==> config.mk <==
export PLATFORM = sky130hd
export DESIGN_NAME = sliding_window_frame_detector
export DESIGN_NICKNAME = d
export VERILOG_FILES = /design/src/design/swfd_pkg.sv /design/src/design/sliding_window_frame_detector.sv
export SDC_FILE = /design/constraint.sdc
export NUM_CORES = 1
export LEC_CHECK = 0
export BUFFER_PORTS_ARGS = -buffer_cell sky130_fd_sc_hd__buf_2
export CELL_PAD_IN_SITES_DETAIL_PLACEMENT = 1
export CELL_PAD_IN_SITES_GLOBAL_PLACEMENT = 2
export CORE_UTILIZATION = 25
export CTS_BUF_LIST = sky130_fd_sc_hd__clkbuf_8
export DETAILED_ROUTE_END_ITERATION = 7
export GPL_TIMING_DRIVEN = 0
export PLACE_DENSITY_LB_ADDON = 0.1
export SYNTH_ARGS = -nofsm -noshare
export SYNTH_HDL_FRONTEND = slang
export SYNTH_SLANG_ARGS = --single-unit
==> constraint.sdc <==
create_clock -name clk -period 14.9 [get_ports clk]
set_input_delay 0.745 -clock clk [delete_from_list [all_inputs] [get_ports clk]]
set_output_delay 0.745 -clock clk [all_outputs]
set_load 0.01 [all_outputs]
==> src/design/swfd_pkg.sv <==
// Package for the sliding window frame detector: register map, reset values, sizes.
`default_nettype none
package swfd_pkg;

  localparam int unsigned BYTE_W      = 8;
  localparam int unsigned KIND_W      = 2;
  localparam int unsigned WIDX_W      = 3;
  localparam int unsigned WORD_W      = 64;
  localparam int unsigned WORD_BYTES  = WORD_W / BYTE_W;
  localparam int unsigned CNT_W       = 4;
  localparam int unsigned NUM_KINDS   = 3;
  localparam int unsigned MAX_RESULTS = 10;

  localparam int unsigned DEF_LEFT_FRAME_LEN  = 23;
  localparam int unsigned DEF_RIGHT_FRAME_LEN = 40;
  localparam int unsigned DEF_AIR_FRAME_LEN   = 15;

  // configuration register indexes
  localparam int unsigned CFG_IDX_W = 3;
  localparam logic [CFG_IDX_W-1:0] REG_START_MARKER = 3'd0;
  localparam logic [CFG_IDX_W-1:0] REG_END_MARKER   = 3'd1;
  localparam logic [CFG_IDX_W-1:0] REG_LEFT_TYPE    = 3'd2;
  localparam logic [CFG_IDX_W-1:0] REG_RIGHT_TYPE   = 3'd3;
  localparam logic [CFG_IDX_W-1:0] REG_AIR_TYPE     = 3'd4;

  localparam logic [BYTE_W-1:0] RST_START_MARKER = 8'd65;
  localparam logic [BYTE_W-1:0] RST_END_MARKER   = 8'd90;
  localparam logic [BYTE_W-1:0] RST_LEFT_TYPE    = 8'd240;
  localparam logic [BYTE_W-1:0] RST_RIGHT_TYPE   = 8'd241;
  localparam logic [BYTE_W-1:0] RST_AIR_TYPE     = 8'd242;

  // frame kind codes
  localparam logic [KIND_W-1:0] KIND_LEFT  = 2'd0;
  localparam logic [KIND_W-1:0] KIND_RIGHT = 2'd1;
  localparam logic [KIND_W-1:0] KIND_AIR   = 2'd2;

  // stream packing
  localparam int unsigned IN_TDATA_W  = 8;
  localparam int unsigned OUT_TDATA_W = 72;
  localparam int unsigned OUT_TUSER_W = 3;

endpackage
`default_nettype wire

==> src/design/sliding_window_frame_detector.sv <==
// Sliding window frame detector: byte window, frame match and payload word emitter.
//
// Bytes enter on the in_ stream, one per transaction, and shift into a window as deep as the
// longest frame. Right after a byte enters, the left, right and air frame kinds are checked
// against the start marker, type code and end marker; each match sends its payload (the bytes
// between type code and end marker) as 64-bit little-endian words on the out_ stream, left
// first, then right, then air. A byte that completes no frame is simply taken; a byte that
// starts result words is taken first, and then the word emitter puts out one word per cycle
// while the sink is ready and holds in_tready low until the last word of the run sits in
// the output register. A sink that holds off stalls the emitter. Results are capped at ten
// per byte. Configuration writes on cfg_ take effect at once and are always ready; they
// belong in idle time between runs.
`default_nettype none
module sliding_window_frame_detector #(
  parameter int unsigned LEFT_FRAME_LEN  = swfd_pkg::DEF_LEFT_FRAME_LEN,
  parameter int unsigned RIGHT_FRAME_LEN = swfd_pkg::DEF_RIGHT_FRAME_LEN,
  parameter int unsigned AIR_FRAME_LEN   = swfd_pkg::DEF_AIR_FRAME_LEN
) (
  input  wire logic                                  clk,
  input  wire logic                                  rst_n,
  // input stream
  input  wire logic                                  in_tvalid,
  output logic                                       in_tready,
  input  wire logic [swfd_pkg::IN_TDATA_W-1:0]       in_tdata,   // [7:0] rx_byte
  // result stream
  output logic                                       out_tvalid,
  input  wire logic                                  out_tready,
  // [2:0] word_index, [66:3] payload_word, [70:67] byte_count, [71] zero
  output logic [swfd_pkg::OUT_TDATA_W-1:0]           out_tdata,
  output logic [swfd_pkg::OUT_TUSER_W-1:0]           out_tuser,  // [1:0] frame_kind, [2] frame_last
  output logic                                       out_tlast,  // run_last
  // configuration write
  input  wire logic                                  cfg_valid,
  output logic                                       cfg_ready,
  input  wire logic [swfd_pkg::CFG_IDX_W-1:0]        cfg_index,
  input  wire logic [swfd_pkg::BYTE_W-1:0]           cfg_data
);
  import swfd_pkg::*;

  localparam int unsigned MAX_LEN_LR = (LEFT_FRAME_LEN > RIGHT_FRAME_LEN) ?
                                       LEFT_FRAME_LEN : RIGHT_FRAME_LEN;
  localparam int unsigned WIN   = (MAX_LEN_LR > AIR_FRAME_LEN) ? MAX_LEN_LR : AIR_FRAME_LEN;
  localparam int unsigned MAXP  = WIN - 3;
  localparam int unsigned NB    = (MAXP > WORD_BYTES) ? MAXP : WORD_BYTES;
  localparam int unsigned BUFW  = NB * BYTE_W;
  localparam int unsigned PLW   = $clog2(MAXP + 1) + 1;
  localparam int unsigned RCW   = $clog2(MAX_RESULTS + 1);
  localparam int unsigned FLEN [NUM_KINDS] = '{LEFT_FRAME_LEN, RIGHT_FRAME_LEN, AIR_FRAME_LEN};
  localparam logic [PLW-1:0] WORD_BYTES_P = PLW'(WORD_BYTES);
  localparam logic [RCW-1:0] LAST_RES     = RCW'(MAX_RESULTS - 1);

  // configuration registers
  logic [BYTE_W-1:0] start_mark_r, end_mark_r;
  logic [BYTE_W-1:0] type_code_r [NUM_KINDS];

  // window: win_r[0] is the newest byte
  logic [BYTE_W-1:0] win_r   [WIN];
  logic [BYTE_W-1:0] win_nxt [WIN];

  logic [NUM_KINDS-1:0] match_r, match_nxt, hit;
  logic [WIDX_W-1:0]    widx_r, widx_nxt;
  logic [PLW-1:0]       rem_r, rem_nxt, rem_src;
  logic [BUFW-1:0]      buf_r, buf_nxt, src;
  logic [RCW-1:0]       res_cnt_r, res_cnt_nxt;

  logic [BUFW-1:0]      pay [NUM_KINDS];
  logic [PLW-1:0]       plen [NUM_KINDS];

  logic                 busy, in_fire, emit_fire;
  logic [KIND_W-1:0]    cur_kind;
  logic                 first_word, w_frame_last, w_run_last;
  logic [CNT_W-1:0]     w_count;
  logic [NUM_KINDS-1:0] cur_bit;

  logic                 out_valid_r, out_valid_nxt;
  logic [KIND_W-1:0]    o_kind_r;
  logic [WIDX_W-1:0]    o_widx_r;
  logic [WORD_W-1:0]    o_word_r;
  logic [CNT_W-1:0]     o_count_r;
  logic                 o_flast_r, o_rlast_r;

  assign busy      = |match_r;
  assign in_tready = ~busy;
  assign in_fire   = in_tvalid & in_tready;
  assign cfg_ready = 1'b1;
  assign emit_fire = busy & (~out_valid_r | out_tready);

  // configuration
  always_ff @(posedge clk) begin
    if (!rst_n) begin
      start_mark_r   <= RST_START_MARKER;
      end_mark_r     <= RST_END_MARKER;
      type_code_r[0] <= RST_LEFT_TYPE;
      type_code_r[1] <= RST_RIGHT_TYPE;
      type_code_r[2] <= RST_AIR_TYPE;
    end else if (cfg_valid) begin
      case (cfg_index)
        REG_START_MARKER: start_mark_r   <= cfg_data;
        REG_END_MARKER:   end_mark_r     <= cfg_data;
        REG_LEFT_TYPE:    type_code_r[0] <= cfg_data;
        REG_RIGHT_TYPE:   type_code_r[1] <= cfg_data;
        REG_AIR_TYPE:     type_code_r[2] <= cfg_data;
        default: ;
      endcase
    end
  end

  // window shift and frame match on the shifted window
  always_comb begin
    win_nxt[0] = in_tdata[BYTE_W-1:0];
    for (int i = 1; i < WIN; i++) win_nxt[i] = win_r[i-1];
  end

  generate
    for (genvar k = 0; k < NUM_KINDS; k++) begin : g_kind
      assign hit[k]  = (win_nxt[FLEN[k]-1] == start_mark_r) &&
                       (win_nxt[FLEN[k]-2] == type_code_r[k]) &&
                       (win_nxt[0] == end_mark_r);
      assign plen[k] = PLW'(FLEN[k] - 3);
      // payload byte j of this kind sits at fixed window tap FLEN-3-j
      for (genvar j = 0; j < NB; j++) begin : g_byte
        if (j < FLEN[k] - 3) begin : g_tap
          assign pay[k][j*BYTE_W +: BYTE_W] = win_r[FLEN[k]-3-j];
        end else begin : g_pad
          assign pay[k][j*BYTE_W +: BYTE_W] = '0;
        end
      end
    end
  endgenerate

  always_ff @(posedge clk) begin
    if (!rst_n) begin
      for (int i = 0; i < WIN; i++) win_r[i] <= '0;
    end else if (in_fire) begin
      for (int i = 0; i < WIN; i++) win_r[i] <= win_nxt[i];
    end
  end

  // word emitter: first word of a kind comes straight from the window taps,
  // later words from the shifted remainder
  always_comb begin
    if (match_r[0]) begin
      cur_kind = KIND_LEFT;
      cur_bit  = 3'b001;
    end else if (match_r[1]) begin
      cur_kind = KIND_RIGHT;
      cur_bit  = 3'b010;
    end else begin
      cur_kind = KIND_AIR;
      cur_bit  = 3'b100;
    end
    first_word   = (widx_r == '0);
    src          = first_word ? pay[cur_kind] : buf_r;
    rem_src      = first_word ? plen[cur_kind] : rem_r;
    w_frame_last = (rem_src <= WORD_BYTES_P);
    w_count      = w_frame_last ? CNT_W'(rem_src) : CNT_W'(WORD_BYTES);
    w_run_last   = (w_frame_last && ((match_r & ~cur_bit) == '0)) || (res_cnt_r == LAST_RES);
  end

  always_comb begin
    match_nxt   = match_r;
    widx_nxt    = widx_r;
    rem_nxt     = rem_r;
    buf_nxt     = buf_r;
    res_cnt_nxt = res_cnt_r;
    if (in_fire) begin
      match_nxt   = hit;
      widx_nxt    = '0;
      res_cnt_nxt = '0;
    end else if (emit_fire) begin
      buf_nxt     = src >> WORD_W;
      rem_nxt     = rem_src - WORD_BYTES_P;
      res_cnt_nxt = res_cnt_r + RCW'(1);
      if (w_run_last) begin
        match_nxt = '0;
        widx_nxt  = '0;
      end else if (w_frame_last) begin
        match_nxt = match_r & ~cur_bit;
        widx_nxt  = '0;
      end else begin
        widx_nxt  = widx_r + WIDX_W'(1);
      end
    end
  end

  always_ff @(posedge clk) begin
    if (!rst_n) begin
      match_r   <= '0;
      widx_r    <= '0;
      res_cnt_r <= '0;
    end else begin
      match_r   <= match_nxt;
      widx_r    <= widx_nxt;
      res_cnt_r <= res_cnt_nxt;
    end
  end

  always_ff @(posedge clk) begin
    rem_r <= rem_nxt;
    buf_r <= buf_nxt;
  end

  // output register
  assign out_valid_nxt = emit_fire ? 1'b1 : (out_tready ? 1'b0 : out_valid_r);

  always_ff @(posedge clk) begin
    if (!rst_n) out_valid_r <= 1'b0;
    else        out_valid_r <= out_valid_nxt;
  end

  always_ff @(posedge clk) begin
    if (emit_fire) begin
      o_kind_r  <= cur_kind;
      o_widx_r  <= widx_r;
      o_word_r  <= src[WORD_W-1:0];
      o_count_r <= w_count;
      o_flast_r <= w_frame_last;
      o_rlast_r <= w_run_last;
    end
  end

  assign out_tvalid = out_valid_r;
  assign out_tdata  = {1'b0, o_count_r, o_word_r, o_widx_r};
  assign out_tuser  = {o_flast_r, o_kind_r};
  assign out_tlast  = o_rlast_r;

  // the window must not move while a run is being emitted
  a_win_hold: assert property (@(posedge clk) disable iff (!rst_n)
    busy |=> (win_r[0] == $past(win_r[0])))
    else $error("window shifted during emission");

  // a word that does not close its frame is a full word
  a_full_word: assert property (@(posedge clk) disable iff (!rst_n)
    (out_tvalid && !out_tuser[2]) |-> (out_tdata[70:67] == CNT_W'(WORD_BYTES)))
    else $error("partial word before end of frame");

  // the run ends with the word that carries run_last
  a_run_end: assert property (@(posedge clk) disable iff (!rst_n)
    (emit_fire && w_run_last) |=> !busy)
    else $error("emitter still busy after last word");

  // results never exceed the per-byte cap
  a_res_cap: assert property (@(posedge clk) disable iff (!rst_n)
    busy |-> (res_cnt_r <= LAST_RES))
    else $error("result count past cap");

endmodule
`default_nettype wire

; ---- Word level (Yosys, flattened, before mapping)
; Memory sizes are Yosys's and may differ from the RTL's.
; Cells that the tools add are included.
[word_totals]
inputBits = 24
rom_bits = 0
latch_bits = 0
register_bits = 341
wordCells = 186
n_memories = 2
mem_bits_rw = 344
output_inout_bits = 79
[op_classes]
add_sub_neg = 3
n_mux = 79
bitwise_logic = 53
n_eq_ne = 12
n_reduce_logical = 20
magnitude_cmp = 2
n_div = 0
shifts = 0
mul = 0
[mem_list]
columns = memory, depth, word_bits, read_ports, rd_clocked_by_memory_dff, write_ports, line
row1 = win_r, 40, 8, 39, 0, 40, sliding_window_frame_detector.sv:57  ; logic [BYTE_W-1:0] win_r [WIN];
row2 = type_code_r, 3, 8, 3, 0, 3, sliding_window_frame_detector.sv:54  ; logic [BYTE_W-1:0] type_code_r [NUM_KINDS];
[op_table]
columns = op, n
row1 = 296-bit binary-select mux with 2-bit select, 1
row2 = 296-bit two-way mux, 2
row3 = 8-bit two-way mux, 43
row4 = 232-bit two-way mux, 1
row5 = 8-bit == test, 7
row6 = 1-bit bitwise OR, 44
row7 = 3-bit two-way mux, 8
row8 = 7-bit two-way mux, 3
row9 = 1-bit two-way mux, 18
row10 = 7-bit binary-select mux with 2-bit select, 1
row11 = 3-bit zero test, 3
row12 = 2-bit AND reduction, 4
row13 = 7-bit by 4-bit <= comparator with 1-bit output (second input constant), 1
row14 = 1-bit logical AND, 7
row15 = 7-bit by 4-bit subtractor with 7-bit output (second input constant), 1
row16 = 3-bit by 2-bit == test with 1-bit output (second input constant), 2
row17 = 4-bit by 1-bit adder with 4-bit output (second input constant), 1
row18 = 4-bit == test (second input constant), 1
row19 = 2-bit two-way mux, 2
row20 = 1-bit NOT, 4
row21 = 2-bit nonzero test, 2
row22 = 3-bit by 1-bit adder with 3-bit output (second input constant), 1
row23 = 3-bit AND, 1
row24 = 3-bit by 1-bit == test with 1-bit output (second input constant), 1
row25 = 9 further kinds, 10

; ---- Longest topological paths before layout
; Gate-level depths: netlist of run 1.
[depth]
word_depth = 13
mapped_depth = 13
depth_no_buf = 10

; ---- Least setup slack after synthesis of run 1
; No wires, ideal clock.
[synth_path]
kind = input to register
from = input port rst_n
to = memory win_r[0][0] (enable)
setup_ns = 2.388
arrival_ns = 6.122
path_slack_ns = 6.390
path_stages = 2
cell_sequence = clkbuf_1 nand2_1
[synth_rtl]
columns = item, line
row1 = "start, declared", sliding_window_frame_detector.sv:20  ; input wire logic rst_n,
row2 = "end, declared", sliding_window_frame_detector.sv:57

; ---- Worst setup path after layout of run 1
[layout_path]
from = register widx_r[0]
to = register match_r[1]
[layout_between]
elab_chain_cells = 8
word_cells_on_any_way = 10
[layout_lines]
columns = item, line
row1 = "start, declared", sliding_window_frame_detector.sv:61  ; logic [WIDX_W-1:0] widx_r, widx_nxt;
row2 = "start signal, assigned", sliding_window_frame_detector.sv:193  ; widx_r <= widx_nxt;
row3 = 3-bit zero test (*), sliding_window_frame_detector.sv:152  ; first_word = (widx_r == '0);
row4 = 7-bit two-way mux (*), sliding_window_frame_detector.sv:154  ; rem_src = first_word ? plen[cur_kind] : rem_r;
row5 = 7-bit by 4-bit <= comparator with 1-bit output (*), sliding_window_frame_detector.sv:155  ; w_frame_last = (rem_src <= WORD_BYTES_P);
row6 = 1-bit logical AND, sliding_window_frame_detector.sv:157  ; w_run_last = (w_frame_last && ((match_r & ~cur_bit) == '0)) || (res_cnt_r == LAST_RES);
row7 = 1-bit logical OR, sliding_window_frame_detector.sv:157
row8 = 3-bit two-way mux, sliding_window_frame_detector.sv:174  ; if (w_run_last) begin
row9 = 3-bit two-way mux, sliding_window_frame_detector.sv:170  ; end else if (emit_fire) begin
row10 = 3-bit two-way mux, sliding_window_frame_detector.sv:166  ; if (in_fire) begin
row11 = "end signal, assigned", sliding_window_frame_detector.sv:192  ; match_r <= match_nxt;
row12 = "end, declared", sliding_window_frame_detector.sv:60  ; logic [NUM_KINDS-1:0] match_r, match_nxt, hit;
; Every way passes the cells marked *; elsewhere a longest branch is shown, timed or not. The select of a mux whose other input is x is not followed.
; A chain may end at the register's enable or synchronous reset.

==> results of run 1 <==
-- power breakdown --
group / internal [mW] / total (mW) / switching (mW)
registers: 2.15 / 2.25 / 0.0995
logic: 0.0483 / 0.138 / 0.0897
clock network: 0.910 / 1.77 / 0.855
total: 3.11 / 4.15 / 1.04
-- critical path, delay by kind of cell (launching register included) --
kind / cells / cell delay, ns
AND/OR/NAND/NOR: 3 / 0.41
AO/OA/AOI/OAI: 4 / 0.88
buffers and inverters: 4 / 1.37
adder cells (fa/ha/maj): 2 / 0.50
flip-flops: 1 / 0.38
-- synth_stat cells, types with 2 or more instances --
master,number
edfxtp_1,650
and2_1,319
nor2_1,234
nand2_1,143
a21oi_1,115
o21ai_1,100
mux2i_1,98
buf_2,76
a22o_1,72
and3_1,67
a221oi_1,64
clkbuf_1,58
xor2_1,42
dfxtp_1,27
xnor2_1,19
buf_4,14
nand2b_1,10
nand3_1,10
nor4_1,10
buf_1,8
nand4_1,8
inv_1,7
ha_1,5
nor2b_1,5
nand3b_1,3
nor3_1,3
a211oi_1,2
conb_1,2
o211ai_1,2
o21ai_0,2
-- per-layer routing --
layer	track usage, %	routed length, µm
met1	26.6	53500
met3	2.96	4090
met5	0	0
met2	31.3	53300
met4	5.62	2550
-- worst paths after layout --
path                      to  slack (ns)  depth (start not counted)
max reg2reg       match_r[1]       11.19                         13
min reg2reg    end_mark_r[5]        0.48                          2
max               match_r[1]       11.19                         13
min          start_mark_r[6]        0.23                          3
-- sequential cells by signal, summed over array words and instances (netlist names) --
signal,flops
o_flast_r,1
buf_r,232
match_r,3
type_code_r,24
res_cnt_r,4
o_widx_r,3
rem_r,7
start_mark_r,8
out_tvalid,1
end_mark_r,8
o_count_r,4
o_word_r,64
o_kind_r,2
out_tlast,1
win_r,312
widx_r,3
-- logic make-up after synthesis --
group | count (synthesis) | share of synthesized area, %
other cells | 2 | 0.0259
flops | 677 | 69.3
compound gates | 361 | 8.08
xor+xnor | 61 | 1.85
buf+inv | 165 | 2.67
fa+ha+maj | 5 | 0.216
mux | 98 | 3.39
simple gates | 819 | 14.5
-- through the flow --
stage / worst slack, ns / cell area [µm²] / utilization, % / power [mW] / instances
detailed placement: 11.13 / 31600 / 27.5 / 2.42 / 3807
CTS: 11.12 / 34000 / 29.6 / 4.22 / 4037
finish: 11.19 / 34000 / 29.6 / 4.15 / 4042
floorplan: 6.39 / 29000 / - / 2.31 / 2188
global placement: 1.55 / 31300 / 27.3 / 2.44 / 3799
global route: 11.03 / 34000 / 29.6 / 4.30 / 4039
-- cell type report --
type	instances	area (µm²)	share of cell area [%]
antenna	4	10.0	0.0295
buffer	157	744	2.19
clock buffer	142	1950	5.75
clock inverter	88	440	1.30
inverter	8	40.0	0.118
multi-input combinational	1346	8130	23.9
sequential	677	20100	59.0
tap	1512	1890	5.57
timing repair buffer	108	716	2.11
==> impl_metrics.json, run 1 <==
{
  "fin_nets": 2460,
  "cts_buffers": 133,
  "fp.dieH_um": 342,
  "grt_max_degree": 116,
  "layout_common_cells": "edfxtp_1, and2_1, nor2_1",
  "cts_root_buf": "clkbuf_8",
  "die_area_um2": 117000,
  "hold_buffers": 0,
  "crit_slowest_cell": "buf_2",
  "crit_path_cell_trace": "inv_1, ha_1, nand2b_4, buf_6, buf_2, buf_4, nor3_1, a21oi_1, ha_1, a32o_1, nand2_1, a211oi_1, o22ai_1",
  "critical_path_required_ns": 15.58,
  "ys_seq_area_share_pct": 69.3,
  "routed_wl_um": 113000,
  "path_common_cell": "ha_1",
  "drt-pass1-iter-count": 8,
  "synth_ff_type": "edfxtp_1",
  "start_kind": "register",
  "setup.worst_path.start": "widx_r[0]",
  "skew_ns": 0.0302,
  "area_growth_pct": 17.4,
  "fp-row-count": 124,
  "via_per_inst": 4.69,
  "drv_cap": 0,
  "rr_startpoint": "widx_r[0]",
  "hp-class": "input pin to register",
  "synth_edf_count": 650,
  "holdWs_ns": 0.229,
  "max_freq_mhz": 270,
  "violations": "DRC",
  "max_stage_delay_ns": 0.56,
  "crit_type": "register to register",
  "hpwlAfterDp_um": 82200,
  "grt_antenna_before_repair": 11,
  "numPortBuffers": 99,
  "coreArea_um2": 115000,
  "htreeDepth": 4,
  "ctsResizeCount": 0,
  "clkTransAtPathRegs_ns": 0.06,
  "synth.avg_cell_area_um2": 13.2,
  "finalHoldViolations": 0,
  "async_flop_share_pct": 0,
  "fp.dieW_um": 342,
  "synthDistinctLibCells": 43,
  "vias": 18963,
  "wl_per_cell_um": 28.1,
  "status": "complete, but fails checks",
  "drive_gt1_share_pct": 14.7,
  "worstPathArrival_ns": 4.39,
  "initial_core_util_pct": 25.3,
  "setup_viol": 0,
  "end_kind": "register",
  "power_density_nw_per_um2": 122,
  "fin_setup_tns_ns": 0,
  "cts_tree": "yes",
  "grt_pass1_wl_um": 157000,
  "layout_commonest_cell": "edfxtp_1",
  "max_slew.worst_pin.slew_ns": 1.03,
  "path_max_fanout": 10,
  "slew_headroom_pct": 31.6,
  "finalCritPeriodShare_pct": 24.9,
  "yosys.area.top_type_share_pct": 67.4,
  "syn_inst": 2188,
  "syn-cell-area_um2": 29000,
  "drc": 12,
  "insertion_delay_ns": 0.81,
  "gr-total-overflow": 0,
  "synth_warnings": 0,
  "final_antenna_net_count": 0,
  "hold_start": "cfg_data[6]",
  "fillers": 12337,
  "first_iter_violations": 1514,
  "synth.ff_latch_count": 677,
  "post_cts_buffers": 0,
  "syn_nets": 2217,
  "power.leakage_nw": 12.6,
  "rsz0062_at_grt": "no",
  "grt_pass1_vias": 20077,
  "grtUsageTotal_pct": 19.3,
  "maxSlewViolCount": 0,
  "cts.path.max_buffers": 3,
  "yosys.area.top_type": "edfxtp_1",
  "io_pins": 103,
  "synthTopCellsByArea": "edfxtp_1, and2_1, mux2i_1",
  "ir_drop_v": 0.0000774,
  "gp_congestion": 0.797,
  "cts_sinks": 677,
  "period_minus_slack_ns": 3.71
}
(Power assumes the default switching activity.)
==> inputs of run 2 (changes only) <==
ABC_AREA = 1   (was not set)
clock period = 3.3 ns   (was 14.9 ns; I/O delays follow)
==> impl_metrics.json, run 2 <==
{
  "status": "finished, final reports clean",
  "cp_top_family": "buffers and inverters",
  "vias": 21443,
  "worstPathArrival_ns": 3.79,
  "max_slew.worst_pin.slew_ns": 1.46,
  "finalCritPeriodShare_pct": 98.7,
  "power.leakage_nw": 13.2,
  "comb_power_share_pct": 23.9,
  "path_depth": 5,
  "cts_buffers": 133,
  "crit_path_end": "o_word_r[59]",
  "max_freq_mhz": 307,
  "synth_edf_count": 650,
  "path_max_fanout": 10,
  "power.share.clock_pct": 28.9,
  "io_pins": 103,
  "synthTopCellsByArea": "edfxtp_1, nor2_1, nand2_1",
  "cts_tree": "yes",
  "synth_most_common_cell": "edfxtp_1",
  "first_iter_violations": 1613,
  "wl_per_cell_um": 28.1,
  "placed_area_um2": 31600,
  "period_minus_slack_ns": 3.26,
  "synthDistinctLibCells": 36,
  "final_antenna_net_count": 0,
  "finalHoldViolations": 0,
  "synth_ff_type": "edfxtp_1",
  "max_stage_delay_ns": 0.95,
  "hold_start": "cfg_data[6]",
  "syn_nets": 2721,
  "fin_area_um2": 34400,
  "gp_congestion": 0.839,
  "end_kind": "register",
  "finalNonFillerCells": 4602,
  "layout_common_cells": "edfxtp_1, nor2_1, nand2_1",
  "r2r-end": "o_word_r[59]",
  "synth.avg_cell_area_um2": 10.7,
  "post_cts_buffers": 0,
  "crit_path_cell_trace": "buf_6, clkbuf_1, clkbuf_1, a21oi_1, a31oi_1",
  "clkTransAtPathRegs_ns": 0.06,
  "fp.dieH_um": 342,
  "numPortBuffers": 100,
  "drive_gt1_share_pct": 11.5,
  "syn-cell-area_um2": 28800,
  "routed_wl_um": 130000,
  "netlist_top_cells_count": "edfxtp_1, nor2_1, nand2_1",
  "drt-pass1-iter-count": 5,
  "yosys.area.top_type_share_pct": 67.7,
  "fp.dieW_um": 342,
  "maxSlewViolCount": 0,
  "hp-class": "input pin to register",
  "grt_antenna_before_repair": 8,
  "post-route-util_pct": 30.1,
  "insertion_delay_ns": 0.82,
  "setup.worst_path.start": "match_r[0]",
  "fp-row-count": 124,
  "drv_cap": 0,
  "cts_sinks": 677,
  "grtUsageTotal_pct": 22.1,
  "rsz0062_at_grt": "no",
  "yosys.area.top_type": "edfxtp_1",
  "intPower_mw": 17.5,
  "start_kind": "register",
  "area_growth_pct": 19.2,
  "hpwlAfterDp_um": 93700,
  "via_per_inst": 4.66,
  "cts.path.max_buffers": 3,
  "switching_share_pct": 36.5,
  "power_density_nw_per_um2": 800,
  "fin_nets": 3007,
  "skew_ns": 0.0500,
  "initial_core_util_pct": 25.2,
  "coreArea_um2": 114000,
  "fillers": 12859,
  "cts_root_buf": "clkbuf_8",
  "critical_path_required_ns": 3.83,
  "ctsResizeCount": 0,
  "async_flop_share_pct": 0,
  "ff2ff_path_depth": 5,
  "rr_startpoint": "match_r[0]",
  "path_common_cell": "clkbuf_1",
  "grt_pass1_vias": 22301,
  "ys_seq_area_share_pct": 69.6,
  "crit_slowest_cell": "clkbuf_1",
  "place_inst": 4319,
  "grt_pass1_wl_um": 178000,
  "ir_drop_v": 0.000309,
  "die_area_um2": 117000,
  "seq_power_share_pct": 47.2,
  "largest_reg_flops": 312,
  "gr-total-overflow": 0,
  "synth_warnings": 0,
  "r2r_setup_slack_ns": 0.04,
  "grt_max_degree": 73,
  "drc": 0,
  "layout_top_registers": "win_r: 312 flops, buf_r: 232 flops, o_word_r: 64 flops",
  "setup_viol": 0,
  "layout_commonest_cell": "edfxtp_1",
  "synth.ff_latch_count": 677,
  "syn_inst": 2692,
  "crit_type": "register to register",
  "path_buf_inv": 3,
  "slew_headroom_pct": 2.68,
  "top_register": "win_r",
  "htreeDepth": 4,
  "power_switching_mw": 10.1
}
==> run 2: cell types whose count changed in the layout (fill, tap and decap cells not counted), moves of 98 or more <==
cell | previous run | this run
and2_1 | 319 | 0
nand2_1 | 142 | 431
nor2_1 | 234 | 527
o21ai_0 | 2 | 219
mux2i_1 | 98 | 0
inv_1 | 52 | 412
==> run 2: area by class of cell <==
type	instances	area, µm²	area share [%]
antenna	5	12.5	0.0364
buffer	145	674	1.96
clock buffer	143	1970	5.73
clock inverter	99	430	1.25
inverter	366	1380	4.00
multi-input combinational	1505	6780	19.7
sequential	677	20100	58.4
tap	1512	1890	5.50
timing repair buffer	150	1180	3.44
==> run 2: how the worst min path moves through the flow <==
stage | end | slack [ns] | cells after the start
final | end_mark_r[6] | 0.21 | 4
after global routing | end_mark_r[6] | 0.17 | 4
after detailed placement | end_mark_r[1] | 0.44 | 3
after floorplan | end_mark_r[6] | 0.29 | 2
after CTS | match_r[0] | 0.01 | 8
after global placement | end_mark_r[1] | 0.44 | 3
==> run 2: routing by layer <==
metal	GRT usage, %	up-vias	routed length [µm]
met4	5.00	0	2080
met3	3.42	131	5660
met2	36.1	583	61100
li1	-	9565	-
met5	0	-	0
met1	30.8	11164	60700
==> run 2: what timing repair did <==
action | in CTS | in global routing
setup endpoints to repair | 3 | 64
gates cloned | 1 | 1
hold buffers | 32 | 1
endpoints found under the hold margin | 69 | 1
==> run 2: worst min-delay path, delay by kind of cell <==
| family | cells | cell delay, ns |
|---|---|---|
| buf+inv | 2 | 0.67 |
| simple gates | 2 | 0.14 |
==> run 2: logic make-up after synthesis <==
kind of cell,share of synthesized area (%)
buffers and inverters,7.08
xor gates and xnor gates,1.00
AOI/OAI and AO/OA,8.79
and+or+nand+nor,13.3
other,0.0260
adders and majority gates,0.217
DFF,69.6
==> run 2: power groups by stage <==
stage / Clock (mW) / Sequential (mW) / Combinational (mW)
6_report: 7.95 / 13.0 / 6.57
5_1_grt: 8.52 / 13.1 / 7.06
4_1_cts: 8.19 / 13.0 / 6.64
3_5_place_dp: 0 / 13.1 / 6.59
3_3_place_gp: 0 / 13.4 / 6.32
2_1_floorplan: 0 / 12.8 / 3.01
==> run 2: stage by stage <==
stage	hold slack, ns	power [mW]	setup WS [ns]	TNS, ns
6_report	0.214	27.5	0.0430	0
4_1_cts	0.0133	27.8	0.0354	0
3_5_place_dp	0.442	19.7	0.00947	0
5_1_grt	0.171	28.7	0.0131	0
2_1_floorplan	0.291	15.8	-1.25	-298.28
3_3_place_gp	0.437	19.7	-3.99	-1096.04
==> inputs of run 3 (changes only) <==
CORE_ASPECT_RATIO = 0.7   (was not set)
==> impl_metrics.json, run 3 (synthesis gave the netlist of run 2 again) <==
{
  "status": "complete, but fails checks",
  "violations": "capacitance limit, setup timing",
  "hpwlAfterDp_um": 94500,
  "htreeDepth": 3,
  "numPortBuffers": 100,
  "max_stage_delay_ns": 0.73,
  "grt_pass1_vias": 22082,
  "clkTransAtPathRegs_ns": 0.07,
  "worstPathArrival_ns": 3.83,
  "vias": 21823,
  "grtUsageTotal_pct": 22.1,
  "hp-class": "input pin to register",
  "final_antenna_net_count": 0,
  "fin_area_um2": 34300,
  "max_slew.worst_pin.slew_ns": 1.49,
  "dpl_worst_slack_ns": -0.0252,
  "start_kind": "register",
  "gp_congestion": 0.836,
  "routed_wl_um": 131000,
  "period_minus_slack_ns": 3.33,
  "wl_per_cell_um": 28.6,
  "ir_drop_v": 0.000319,
  "fin_setup_tns_ns": -0.0274,
  "top_register": "win_r",
  "drt-pass1-iter-count": 5,
  "maxSlewViolCount": 0,
  "setup_viol": 1,
  "layout_top_registers": "win_r: 312 flops, buf_r: 232 flops, o_word_r: 64 flops",
  "fillers": 12724,
  "power_density_nw_per_um2": 806,
  "critical_path_required_ns": 3.80,
  "layout_common_cells": "edfxtp_1, nor2_1, nand2_1",
  "drive_gt1_share_pct": 11.4,
  "insertion_delay_ns": 0.82,
  "coreArea_um2": 114000,
  "p_total_mw": 27.7,
  "layout_commonest_cell": "edfxtp_1",
  "drv_cap": 1,
  "skew_ns": 0.0415,
  "area_growth_pct": 18.9,
  "crit_type": "register to register",
  "slew_headroom_pct": 0.391,
  "io_pins": 103,
  "max_freq_mhz": 301,
  "die_area_um2": 117000,
  "placed_area_um2": 31600,
  "post-route-util_pct": 30.2,
  "gr-total-overflow": 0,
  "place_inst": 4327,
  "first_iter_violations": 2303,
  "fp-row-count": 103,
  "initial_core_util_pct": 25.4,
  "finalNonFillerCells": 4583,
  "cts_sinks": 677,
  "fin_nets": 2990,
  "largest_reg_flops": 312,
  "cts_buffers": 117,
  "fp.dieW_um": 408,
  "path_max_fanout": 10,
  "finalCritPeriodShare_pct": 101,
  "grt_pass1_wl_um": 179000,
  "holdWs_ns": 0.215,
  "grt_max_degree": 90,
  "cts_tree": "yes",
  "crit_path_cell_trace": "inv_1, ha_1, inv_2, nor2_4, nand2_1, buf_2, clkbuf_1, o21ai_0",
  "via_per_inst": 4.76,
  "cts_root_buf": "clkbuf_8",
  "end_kind": "register",
  "grt_antenna_before_repair": 6,
  "setup_slack_ns": -0.0274,
  "fp.dieH_um": 286,
  "cts.path.max_buffers": 3,
  "crit_slowest_cell": "o21ai_0",
  "finalHoldViolations": 0,
  "power.leakage_nw": 13.0,
  "drc": 0
}
## run 3: report_power, final
group	leakage (nW)	switching (mW)	total (mW)	internal [mW]
clock	1.27	3.89	8.03	4.13
sequential	6.87	1.07	13.0	11.9
combinational	4.89	5.09	6.64	1.54
## run 3: repair_timing
| action | CTS | global route |
|---|---|---|
| gates resized for setup | 2 | 1 |
| hold buffers | 34 | 0 |
| setup endpoints to repair | 43 | 135 |
| gates cloned | 1 | 2 |
| endpoints found under the hold margin | 64 | 0 |
| setup buffers | 0 | 0 |
## run 3: worst paths after layout
check / slack, ns / cells past startpoint / end / from
setup / recovery: -0.03 / 8 / buf_r[110] / widx_r[0]
hold / removal: 0.22 / 3 / type_code_r[0][16] / rst_n
setup reg to reg: -0.03 / 8 / buf_r[110] / widx_r[0]
hold reg to reg: 0.49 / 0 / o_widx_r[1] / widx_r[1]
## run 3: routing by layer
metal / wire length (µm) / global-route usage [%] / vias to the layer above
met2: 53000 / 30.8 / 740
met1: 66700 / 34.2 / 11386
met4: 2880 / 5.15 / 0
met5: 0 / 0 / -
met3: 8460 / 4.70 / 168
li1: - / - / 9529
## run 3: layout make-up
type / instances / area [µm²] / share of cell area, %
clock buffers: 119 / 1640 / 4.77
plain buffers: 145 / 677 / 1.97
well taps: 1522 / 1900 / 5.55
repair buffers: 149 / 1190 / 3.47
clock inverters: 98 / 673 / 1.96
flip-flops and latches: 677 / 20100 / 58.5
inverters: 366 / 1380 / 4.01
diodes: 2 / 5.00 / 0.0146
multi-input cells: 1505 / 6780 / 19.8
## run 3: critical path: cells and delay by family, from the launching register on
family / cells / cell delay (ns)
compound gates: 1 / 0.73
fa+ha+maj: 1 / 0.24
buf+inv: 4 / 0.94
flops: 1 / 0.33
simple gates: 2 / 0.76
